<file path="src/rtl/fixed_string_line_filter_core_macros.svh">
// Assertion macros used by the line filter packer.
// Each macro expects clk and rst to be visible in the module that uses it.
`ifndef FIXED_STRING_LINE_FILTER_CORE_MACROS_SVH
`define FIXED_STRING_LINE_FILTER_CORE_MACROS_SVH

// The antecedent implies the consequent in the same cycle.
`define FSLF_CHECK_IMPL(label, ante, cons, msg) \
  label: assert property (@(posedge clk) disable iff (rst) (ante) |-> (cons)) else $error(msg);

// The antecedent implies the consequent in the next cycle.
`define FSLF_CHECK_NEXT(label, ante, cons, msg) \
  label: assert property (@(posedge clk) disable iff (rst) (ante) |=> (cons)) else $error(msg);

`endif

</file>
<file path="src/rtl/fslf_pkg.sv">
// Package for the fixed-string line filter: payload types, register map,
// state encoding and default sizes. No dependencies.
package fslf_pkg;

  localparam int LINE_MAX_DEFAULT    = 80;
  localparam int PATTERN_MAX_DEFAULT = 16;
  localparam int BEAT_BYTES_DEFAULT  = 8;

  localparam int PADDR_W = 5;
  localparam int PDATA_W = 64;
  localparam int PLEN_W  = 5;

  localparam logic [7:0] NEWLINE_BYTE = 8'd10;

  localparam logic [1:0] REG_PATTERN_LOW  = 2'd0;
  localparam logic [1:0] REG_PATTERN_HIGH = 2'd1;
  localparam logic [1:0] REG_PATTERN_LEN  = 2'd2;

  typedef struct packed {
    logic [7:0] in_byte;
    logic       end_of_input;
  } in_item_t;

  typedef struct packed {
    logic [63:0] out_bytes;
    logic [3:0]  byte_count;
    logic        last_beat;
  } out_item_t;

  typedef enum logic {
    ST_FILL,
    ST_DRAIN
  } ctrl_state_t;

endpackage

</file>
<file path="src/rtl/fslf_chunk_ram.sv">
// Chunk byte store: one write port, one registered read port.
// Depends on nothing but its parameters.
module fslf_chunk_ram #(
  parameter int Depth = 80,
  parameter int AddrW = 7
) (
  input  logic             clk,
  input  logic             wr_en,
  input  logic [AddrW-1:0] wr_addr,
  input  logic [7:0]       wr_data,
  input  logic             rd_en,
  input  logic [AddrW-1:0] rd_addr,
  output logic [7:0]       rd_data
);

  logic [7:0] mem [Depth];

  always_ff @(posedge clk) begin
    if (wr_en) begin
      mem[wr_addr] <= wr_data;
    end
  end

  always_ff @(posedge clk) begin
    if (rd_en) begin
      rd_data <= mem[rd_addr];
    end
  end

endmodule

</file>
<file path="src/rtl/fslf_matcher.sv">
// Sliding window of recent chunk bytes and the pattern comparison.
// Uses fslf_pkg for the pattern length width.
module fslf_matcher import fslf_pkg::*; #(
  parameter int PatternMax = PATTERN_MAX_DEFAULT
) (
  input  logic              clk,
  input  logic              rst,
  input  logic              step,
  input  logic              clear,
  input  logic [7:0]        in_byte,
  input  logic [63:0]       pattern_low,
  input  logic [63:0]       pattern_high,
  input  logic [PLEN_W-1:0] plen,
  input  logic              enough,
  output logic              hit_now,
  output logic              match_seen
);

  logic [PatternMax-1:0][7:0] win;
  logic [PatternMax-1:0][7:0] win_next;
  logic [15:0][7:0]           pat_bytes;

  assign pat_bytes = {pattern_high, pattern_low};

  always_comb begin
    logic [5:0] off;
    logic [5:0] k;
    for (int j = 0; j < PatternMax - 1; j++) begin
      win_next[j] = win[j+1];
    end
    win_next[PatternMax-1] = in_byte;
    hit_now = enough && (plen != '0);
    for (int j = 0; j < PatternMax; j++) begin
      off = 6'(j) + 6'(plen);
      k   = off - 6'(PatternMax);
      if (off >= 6'(PatternMax)) begin
        if (win_next[j] != pat_bytes[k[3:0]]) begin
          hit_now = 1'b0;
        end
      end
    end
  end

  always_ff @(posedge clk) begin
    if (rst || clear) begin
      win        <= '0;
      match_seen <= 1'b0;
    end else if (step) begin
      win <= win_next;
      if (hit_now) begin
        match_seen <= 1'b1;
      end
    end
  end

endmodule

</file>
<file path="src/rtl/fslf_packer.sv">
// Output engine: reads a matched chunk from the store, appends a newline and
// packs the bytes into beats held in an output register. Uses fslf_pkg.
`include "fixed_string_line_filter_core_macros.svh"

module fslf_packer import fslf_pkg::*; #(
  parameter int LineMax   = LINE_MAX_DEFAULT,
  parameter int BeatBytes = BEAT_BYTES_DEFAULT
) (
  input  logic                                              clk,
  input  logic                                              rst,
  input  logic                                              start,
  input  logic [$clog2(LineMax+1)-1:0]                      start_len,
  output logic                                              rd_en,
  output logic [((LineMax > 1) ? $clog2(LineMax) : 1)-1:0]  rd_addr,
  input  logic [7:0]                                        rd_data,
  output logic                                              busy,
  output logic                                              result_valid,
  input  logic                                              result_ready,
  output out_item_t                                         result
);

  localparam int LW = $clog2(LineMax + 1);
  localparam int AW = (LineMax > 1) ? $clog2(LineMax) : 1;
  localparam int FW = $clog2(BeatBytes + 1);

  logic [LW-1:0] len;
  logic [LW-1:0] req_pos;
  logic          req_done;
  logic          pend;
  logic          pend_nl;
  logic [FW-1:0] fill;
  logic [63:0]   asm_bytes;
  logic          held;
  logic          held_last;

  logic          can_issue;
  logic [7:0]    in_b;
  logic [63:0]   asm_next;
  logic [FW-1:0] fill_next;
  logic          complete;
  logic          push;
  logic          push_last;

  always_comb begin
    can_issue = busy && !req_done && !held &&
                (({1'b0, fill} + (FW+1)'(pend)) < (FW+1)'(BeatBytes));
    rd_en     = can_issue && (req_pos != len);
    rd_addr   = req_pos[AW-1:0];
    in_b      = pend_nl ? NEWLINE_BYTE : rd_data;
    asm_next  = asm_bytes;
    if (pend) begin
      for (int i = 0; i < BeatBytes; i++) begin
        if (fill == FW'(i)) begin
          asm_next[8*i +: 8] = in_b;
        end
      end
    end
    fill_next = fill + FW'(pend);
    complete  = pend && ((fill_next == FW'(BeatBytes)) || pend_nl);
    push      = busy && (complete || held) && (!result_valid || result_ready);
    push_last = held ? held_last : pend_nl;
  end

  always_ff @(posedge clk) begin
    if (rst) begin
      busy         <= 1'b0;
      pend         <= 1'b0;
      held         <= 1'b0;
      req_done     <= 1'b0;
      result_valid <= 1'b0;
    end else begin
      if (push) begin
        result_valid <= 1'b1;
      end else if (result_ready) begin
        result_valid <= 1'b0;
      end
      if (start) begin
        busy     <= 1'b1;
        pend     <= 1'b0;
        held     <= 1'b0;
        req_done <= 1'b0;
      end else if (busy) begin
        pend <= can_issue;
        if (can_issue && (req_pos == len)) begin
          req_done <= 1'b1;
        end
        if (push) begin
          held <= 1'b0;
          if (push_last) begin
            busy <= 1'b0;
          end
        end else if (complete) begin
          held <= 1'b1;
        end
      end
    end
  end

  always_ff @(posedge clk) begin
    if (start) begin
      len       <= start_len;
      req_pos   <= '0;
      fill      <= '0;
      asm_bytes <= '0;
    end else if (busy) begin
      pend_nl <= (req_pos == len);
      if (can_issue && (req_pos != len)) begin
        req_pos <= req_pos + 1'b1;
      end
      if (push) begin
        result.out_bytes  <= asm_next;
        result.byte_count <= 4'(fill_next);
        result.last_beat  <= push_last;
        fill              <= '0;
        asm_bytes         <= '0;
      end else if (complete) begin
        held_last <= pend_nl;
        asm_bytes <= asm_next;
        fill      <= fill_next;
      end else if (pend) begin
        asm_bytes <= asm_next;
        fill      <= fill_next;
      end
    end
  end

  `FSLF_CHECK_IMPL(a_start_when_idle, start, !busy, "Drain started while busy.")
  `FSLF_CHECK_IMPL(a_read_in_chunk, rd_en, req_pos < len, "Read past chunk end.")
  `FSLF_CHECK_IMPL(a_pend_room, pend, fill < FW'(BeatBytes), "Byte arrived with full beat.")
  `FSLF_CHECK_NEXT(a_last_frees, push && push_last, !busy, "Engine busy after last beat.")

endmodule

</file>
<file path="src/rtl/fixed_string_line_filter_core.sv">
// Input bytes are taken at one byte per cycle while the controller fills. A matched
// chunk then holds off input while the packer reads its len stored bytes, appends a
// newline and packs them into beats until the last beat enters the output register,
// longer while result transfers stall. Reset is synchronous and clears the control
// state, registers and window; the chunk store itself is not cleared.
module fixed_string_line_filter_core import fslf_pkg::*; #(
  parameter int LineMax    = LINE_MAX_DEFAULT,
  parameter int PatternMax = PATTERN_MAX_DEFAULT,
  parameter int BeatBytes  = BEAT_BYTES_DEFAULT
) (
  input  logic               clk,
  input  logic               rst,
  input  logic               item_valid,
  output logic               item_ready,
  input  in_item_t           item,
  output logic               result_valid,
  input  logic               result_ready,
  output out_item_t          result,
  input  logic               psel,
  input  logic               penable,
  input  logic               pwrite,
  input  logic [PADDR_W-1:0] paddr,
  input  logic [PDATA_W-1:0] pwdata,
  output logic [PDATA_W-1:0] prdata,
  output logic               pready
);

  localparam int LW   = $clog2(LineMax + 1);
  localparam int AW   = (LineMax > 1) ? $clog2(LineMax) : 1;
  localparam int CMPW = (LW > PLEN_W) ? LW : PLEN_W;

  logic [63:0]       pattern_low;
  logic [63:0]       pattern_high;
  logic [PLEN_W-1:0] pattern_len;
  logic [PLEN_W-1:0] plen_used;

  ctrl_state_t state;
  ctrl_state_t state_next;

  logic [LW-1:0] chunk_length;
  logic [LW-1:0] cl_inc;
  logic          accept;
  logic          is_nl;
  logic          take;
  logic          close;
  logic          enough;
  logic          hit_now;
  logic          match_seen;
  logic          start;
  logic [LW-1:0] start_len;
  logic          busy;
  logic          rd_en;
  logic [AW-1:0] rd_addr;
  logic [7:0]    rd_data;
  logic          cfg_write;

  assign pready    = 1'b1;
  assign cfg_write = psel && penable && pwrite;

  always_ff @(posedge clk) begin
    if (rst) begin
      pattern_low  <= '0;
      pattern_high <= '0;
      pattern_len  <= '0;
    end else if (cfg_write) begin
      case (paddr[4:3])
        REG_PATTERN_LOW:  pattern_low  <= pwdata;
        REG_PATTERN_HIGH: pattern_high <= pwdata;
        REG_PATTERN_LEN:  pattern_len  <= pwdata[PLEN_W-1:0];
        default: ;
      endcase
    end
  end

  always_comb begin
    case (paddr[4:3])
      REG_PATTERN_LOW:  prdata = pattern_low;
      REG_PATTERN_HIGH: prdata = pattern_high;
      REG_PATTERN_LEN:  prdata = PDATA_W'(pattern_len);
      default:          prdata = '0;
    endcase
  end

  assign plen_used = (pattern_len > PLEN_W'(PatternMax)) ? PLEN_W'(PatternMax) : pattern_len;

  always_comb begin
    item_ready = (state == ST_FILL);
    accept     = item_valid && item_ready;
    is_nl      = (item.in_byte == NEWLINE_BYTE);
    take       = accept && !item.end_of_input && !is_nl;
    cl_inc     = chunk_length + 1'b1;
    enough     = CMPW'(cl_inc) >= CMPW'(plen_used);
    close      = accept && (item.end_of_input || is_nl ||
                            (take && (cl_inc == LW'(LineMax))));
    start      = close && (match_seen || (take && hit_now) || (plen_used == '0));
    start_len  = take ? cl_inc : chunk_length;
    state_next = state;
    case (state)
      ST_FILL: begin
        if (start) begin
          state_next = ST_DRAIN;
        end
      end
      ST_DRAIN: begin
        if (!busy) begin
          state_next = ST_FILL;
        end
      end
      default: state_next = ST_FILL;
    endcase
  end

  always_ff @(posedge clk) begin
    if (rst) begin
      state        <= ST_FILL;
      chunk_length <= '0;
    end else begin
      state <= state_next;
      if (close) begin
        chunk_length <= '0;
      end else if (take) begin
        chunk_length <= cl_inc;
      end
    end
  end

  fslf_chunk_ram #(
    .Depth (LineMax),
    .AddrW (AW)
  ) u_ram (
    .clk     (clk),
    .wr_en   (take),
    .wr_addr (chunk_length[AW-1:0]),
    .wr_data (item.in_byte),
    .rd_en   (rd_en),
    .rd_addr (rd_addr),
    .rd_data (rd_data)
  );

  fslf_matcher #(
    .PatternMax (PatternMax)
  ) u_matcher (
    .clk          (clk),
    .rst          (rst),
    .step         (take),
    .clear        (close),
    .in_byte      (item.in_byte),
    .pattern_low  (pattern_low),
    .pattern_high (pattern_high),
    .plen         (plen_used),
    .enough       (enough),
    .hit_now      (hit_now),
    .match_seen   (match_seen)
  );

  fslf_packer #(
    .LineMax   (LineMax),
    .BeatBytes (BeatBytes)
  ) u_packer (
    .clk          (clk),
    .rst          (rst),
    .start        (start),
    .start_len    (start_len),
    .rd_en        (rd_en),
    .rd_addr      (rd_addr),
    .rd_data      (rd_data),
    .busy         (busy),
    .result_valid (result_valid),
    .result_ready (result_ready),
    .result       (result)
  );

endmodule

</file>
<file path="config.mk">
export PLATFORM = sky130hd
export DESIGN_NAME = fixed_string_line_filter_core
export DESIGN_NICKNAME = d
export VERILOG_FILES = /design/src/rtl/fslf_pkg.sv /design/src/rtl/fslf_chunk_ram.sv /design/src/rtl/fslf_matcher.sv /design/src/rtl/fslf_packer.sv /design/src/rtl/fixed_string_line_filter_core.sv
export VERILOG_INCLUDE_DIRS = /design/src /design/src/rtl
export SDC_FILE = /design/constraint.sdc
export NUM_CORES = 2
export LEC_CHECK = 0
export ABC_AREA = 0
export BUFFER_PORTS_ARGS = -buffer_cell sky130_fd_sc_hd__buf_2
export CAP_MARGIN = 40
export CORE_UTILIZATION = 30
export DETAILED_ROUTE_END_ITERATION = 12
export HOLD_SLACK_MARGIN = 0.03
export PLACE_DENSITY = 0.51
export SLEW_MARGIN = 20
export SYNTH_ARGS = -nofsm -noshare
export SYNTH_HDL_FRONTEND = slang
export SYNTH_HIERARCHICAL = 1
export SYNTH_SLANG_ARGS = --single-unit
</file>
<file path="constraint.sdc">
create_clock -name clk -period 10.7 [get_ports clk]
set_input_delay 1.605 -clock clk [delete_from_list [all_inputs] [get_ports clk]]
set_output_delay 1.605 -clock clk [all_outputs]
set_load 0.02 [all_outputs]
</file>
==> impl_metrics.ini <==
[outcome]
status = completed

[timing]
fin_crit_sh_pct = 75.82
finalCriticalPeriod_ps = 8113
clock_skew_ps = 43.12
rsz0062_at_grt = no
tns_ps = 0
finalHoldViolations = 0
maxSlewViolCount = 0
worstMarginPinSlew_ps = 911.4
setup_viol = 0
fmax_mhz = 123.3
relSlewSlack_pct = 39.24

[yosys]
synth_seq_area_share_pct = 55.58
syn_inst = 3835
async_reset_ff_share_pct = 0
synth_edf_count = 726
ys_types = 87
synth_area_per_cell_um2 = 13.44
yosys_warnings = 6
ys.flop_type = edfxtp_1
synth_seq_cells = 1068
synth_fp_nets = 3942
syn_area_um2 = 51550

[floorplanning]
fp.dieW_um = 416.5
boundaryPins = 221
die_y_um = 416.5
design.core.area_um2 = 170000
die_area_um2 = 173500
start_util_pct = 30.31
rows = 151

[grt]
grt_max_degree = 133
gr-usage-all-layers_pct = 18.02
overflow = 0
grt_pass1_wl_um = 229600
grt_pass1_vias = 31510
antenna_found_initial = 10

[routing]
drt_iter0_drc = 3068
via_count = 33090
drt-pass1-iter-count = 7
route.detailed.drc = 0
vias_per_cell = 5.219
drt-total-wl_um = 160400
antenna_left = 0
wire_per_inst_um = 25.30

[critical_path]
cp-start-kind = register
path_max_fanout = 58
path_class = register to register
worstPathRequired_ps = 11310
arrival_ps = 8720
cp-end-kind = register
setup.worst_path.start = pattern_len[4]
r2r-start = pattern_len[4]

[clock_network]
hold_buffers = 0
root_buffer = clkbuf_16
clkTransAtPathRegs_ps = 60
ctsResizeCount = 0
clk_latency_ps = 740
cts.path.max_buffers = 3
cts_buffers = 111
htree_levels = 3
clkSinkCount = 1068
cts_setup_buffers = 0
cts_tree = yes

[finish]
utilization_pct = 34.62
final_cell_mix = edfxtp_1 (726), mux2i_1 (482), nand2_1 (388)
fin_area_um2 = 58880
drive_above_1_share_pct = 22.10
layoutNonFillerInstCount = 6341
fill_cells = 16560
mostFrequentLayoutCell = edfxtp_1
area_growth_pct = 14.22
final_net_count = 4129

[placement]
place_hpwl_um = 113600
place_inst = 6099
place.gp.congestion = 0.9515
port_buffers = 216
postPlaceCellArea_um2 = 54980

[run]
cap_violations = 0

[power_and_ir_drop]
power_w = 0.009187
p_per_area_nw_per_um2 = 156.0
vdd_drop_max_mv = 0.1341
p_leak_nw = 18.95

[min_path]
min_from = u_packer/asm_bytes[30]
hp-class = register to register
layout make-up:
type / instances / area (um^2) / share of cell area (%)
Tap cell: 2218 / 2775 / 4.714
Multi-Input combinational cell: 2495 / 21600 / 36.68
Inverter: 17 / 66.31 / 0.1126
Clock inverter: 61 / 574.3 / 0.9755
Antenna cell: 9 / 22.52 / 0.03825
Clock buffer: 144 / 3015 / 5.122
Sequential cell: 1068 / 28660 / 48.68
Timing Repair Buffer: 329 / 2167 / 3.681
logic make-up (layout without fill, tap and decap cells):
family / after synthesis / in the layout / share of synthesized area, %
buffers and inverters: 272 / 551 / 2.689
and+or+nand+nor: 996 / 996 / 8.729
adders and majority gates: 22 / 22 / 0.5340
muxes: 823 / 823 / 23.39
other: 1 / 10 / 0.007275
DFF: 1068 / 1068 / 55.58
xor gates and xnor gates: 246 / 246 / 4.245
AOI/OAI and AO/OA: 407 / 407 / 4.828
sequential cells by signal, indices dropped and copies added, names as in the netlist:
register / cells
u_packer/result: 69
u_packer/rd_addr: 7
u_packer/result_valid: 1
u_packer/asm_bytes: 64
u_packer/req_done: 1
u_ram/rd_data: 8
state: 1
u_packer/fill: 4
u_packer/held_last: 1
pattern_high: 64
u_matcher/match_seen: 1
pattern_len: 5
u_packer/pend_nl: 1
u_matcher/win: 120
pattern_low: 64
u_packer/pend: 1
u_ram/mem: 640
u_packer/held: 1
u_packer/len: 7
chunk_length: 7
u_packer/busy: 1
Yosys cell counts (9+ instances only):
library cell | number | area [um^2]
edfxtp_1 | 726 | 21800
mux2i_1 | 482 | 4825
nand2_1 | 389 | 1460
dfxtp_1 | 342 | 6847
nor2_1 | 342 | 1284
mux4_2 | 300 | 6756
a21oi_1 | 172 | 860.8
xnor2_1 | 122 | 1069
xor2_1 | 121 | 1060
clkbuf_1 | 101 | 379.1
buf_2 | 84 | 420.4
o21ai_0 | 75 | 375.4
a22oi_1 | 48 | 360.4
mux2_2 | 39 | 439.2
nor3_1 | 36 | 180.2
nand4_1 | 33 | 206.5
nand3_1 | 32 | 160.2
nor2b_1 | 28 | 175.2
buf_1 | 25 | 93.84
a211oi_1 | 22 | 165.2
ha_1 | 22 | 275.3
nor4_1 | 22 | 137.6
buf_4 | 21 | 157.7
buf_6 | 21 | 236.5
nand2b_1 | 20 | 125.1
nor2_2 | 20 | 125.1
inv_1 | 14 | 52.55
o22ai_1 | 11 | 68.82
a221oi_1 | 9 | 78.83
a31oi_1 | 9 | 56.30
and3_1 | 9 | 56.30
critical path, cell delays in order (launching register included):
cell and delay, ps:
dfxtp_1 340, inv_1 210, nand2_1 210, inv_4 570, inv_1 320, ha_4 900, buf_12 430, mux4_2 410
mux2i_1 240, mux2i_1 160, xnor2_1 520, o2111ai_1 440, o221ai_1 420, nand3_1 120, or3_1 360, nor3_1 240
a221oi_2 140, nor3b_2 220, buf_4 320, a31o_2 160, a41o_2 540, buf_4 560, nor2_1 100
per-layer routing:
layer	GRT usage, %	wire length (um)
met3	3.075	10560
met4	5.054	3781
met1	25.87	72470
met2	27.84	73570
met5	0	19
worst paths after layout:
check / cells past startpoint / slack, ps / endpoint
max: 22 / 2590 / u_packer/asm_bytes[37]
min: 2 / 480 / u_packer/asm_bytes[30]
max reg2reg: 22 / 2590 / u_packer/asm_bytes[37]
min reg2reg: 2 / 480 / u_packer/asm_bytes[30]
per-stage QoR:
step | hold slack, ps | setup slack, ps
floorplan | 448.4 | 1965
finish | 476.6 | 2587
global placement | 460.6 | 2765
global route | 506.2 | 2263
detailed placement | 467.9 | 2683
CTS | 476.8 | 2677
power breakdown:
part	internal [W]	switching, W
sequential	0.00442	0.0000356
combinational	0.000357	0.000534
clock	0.00216	0.00168
total	0.00694	0.00224
Note: power is estimated with default switching activity, not from simulation.
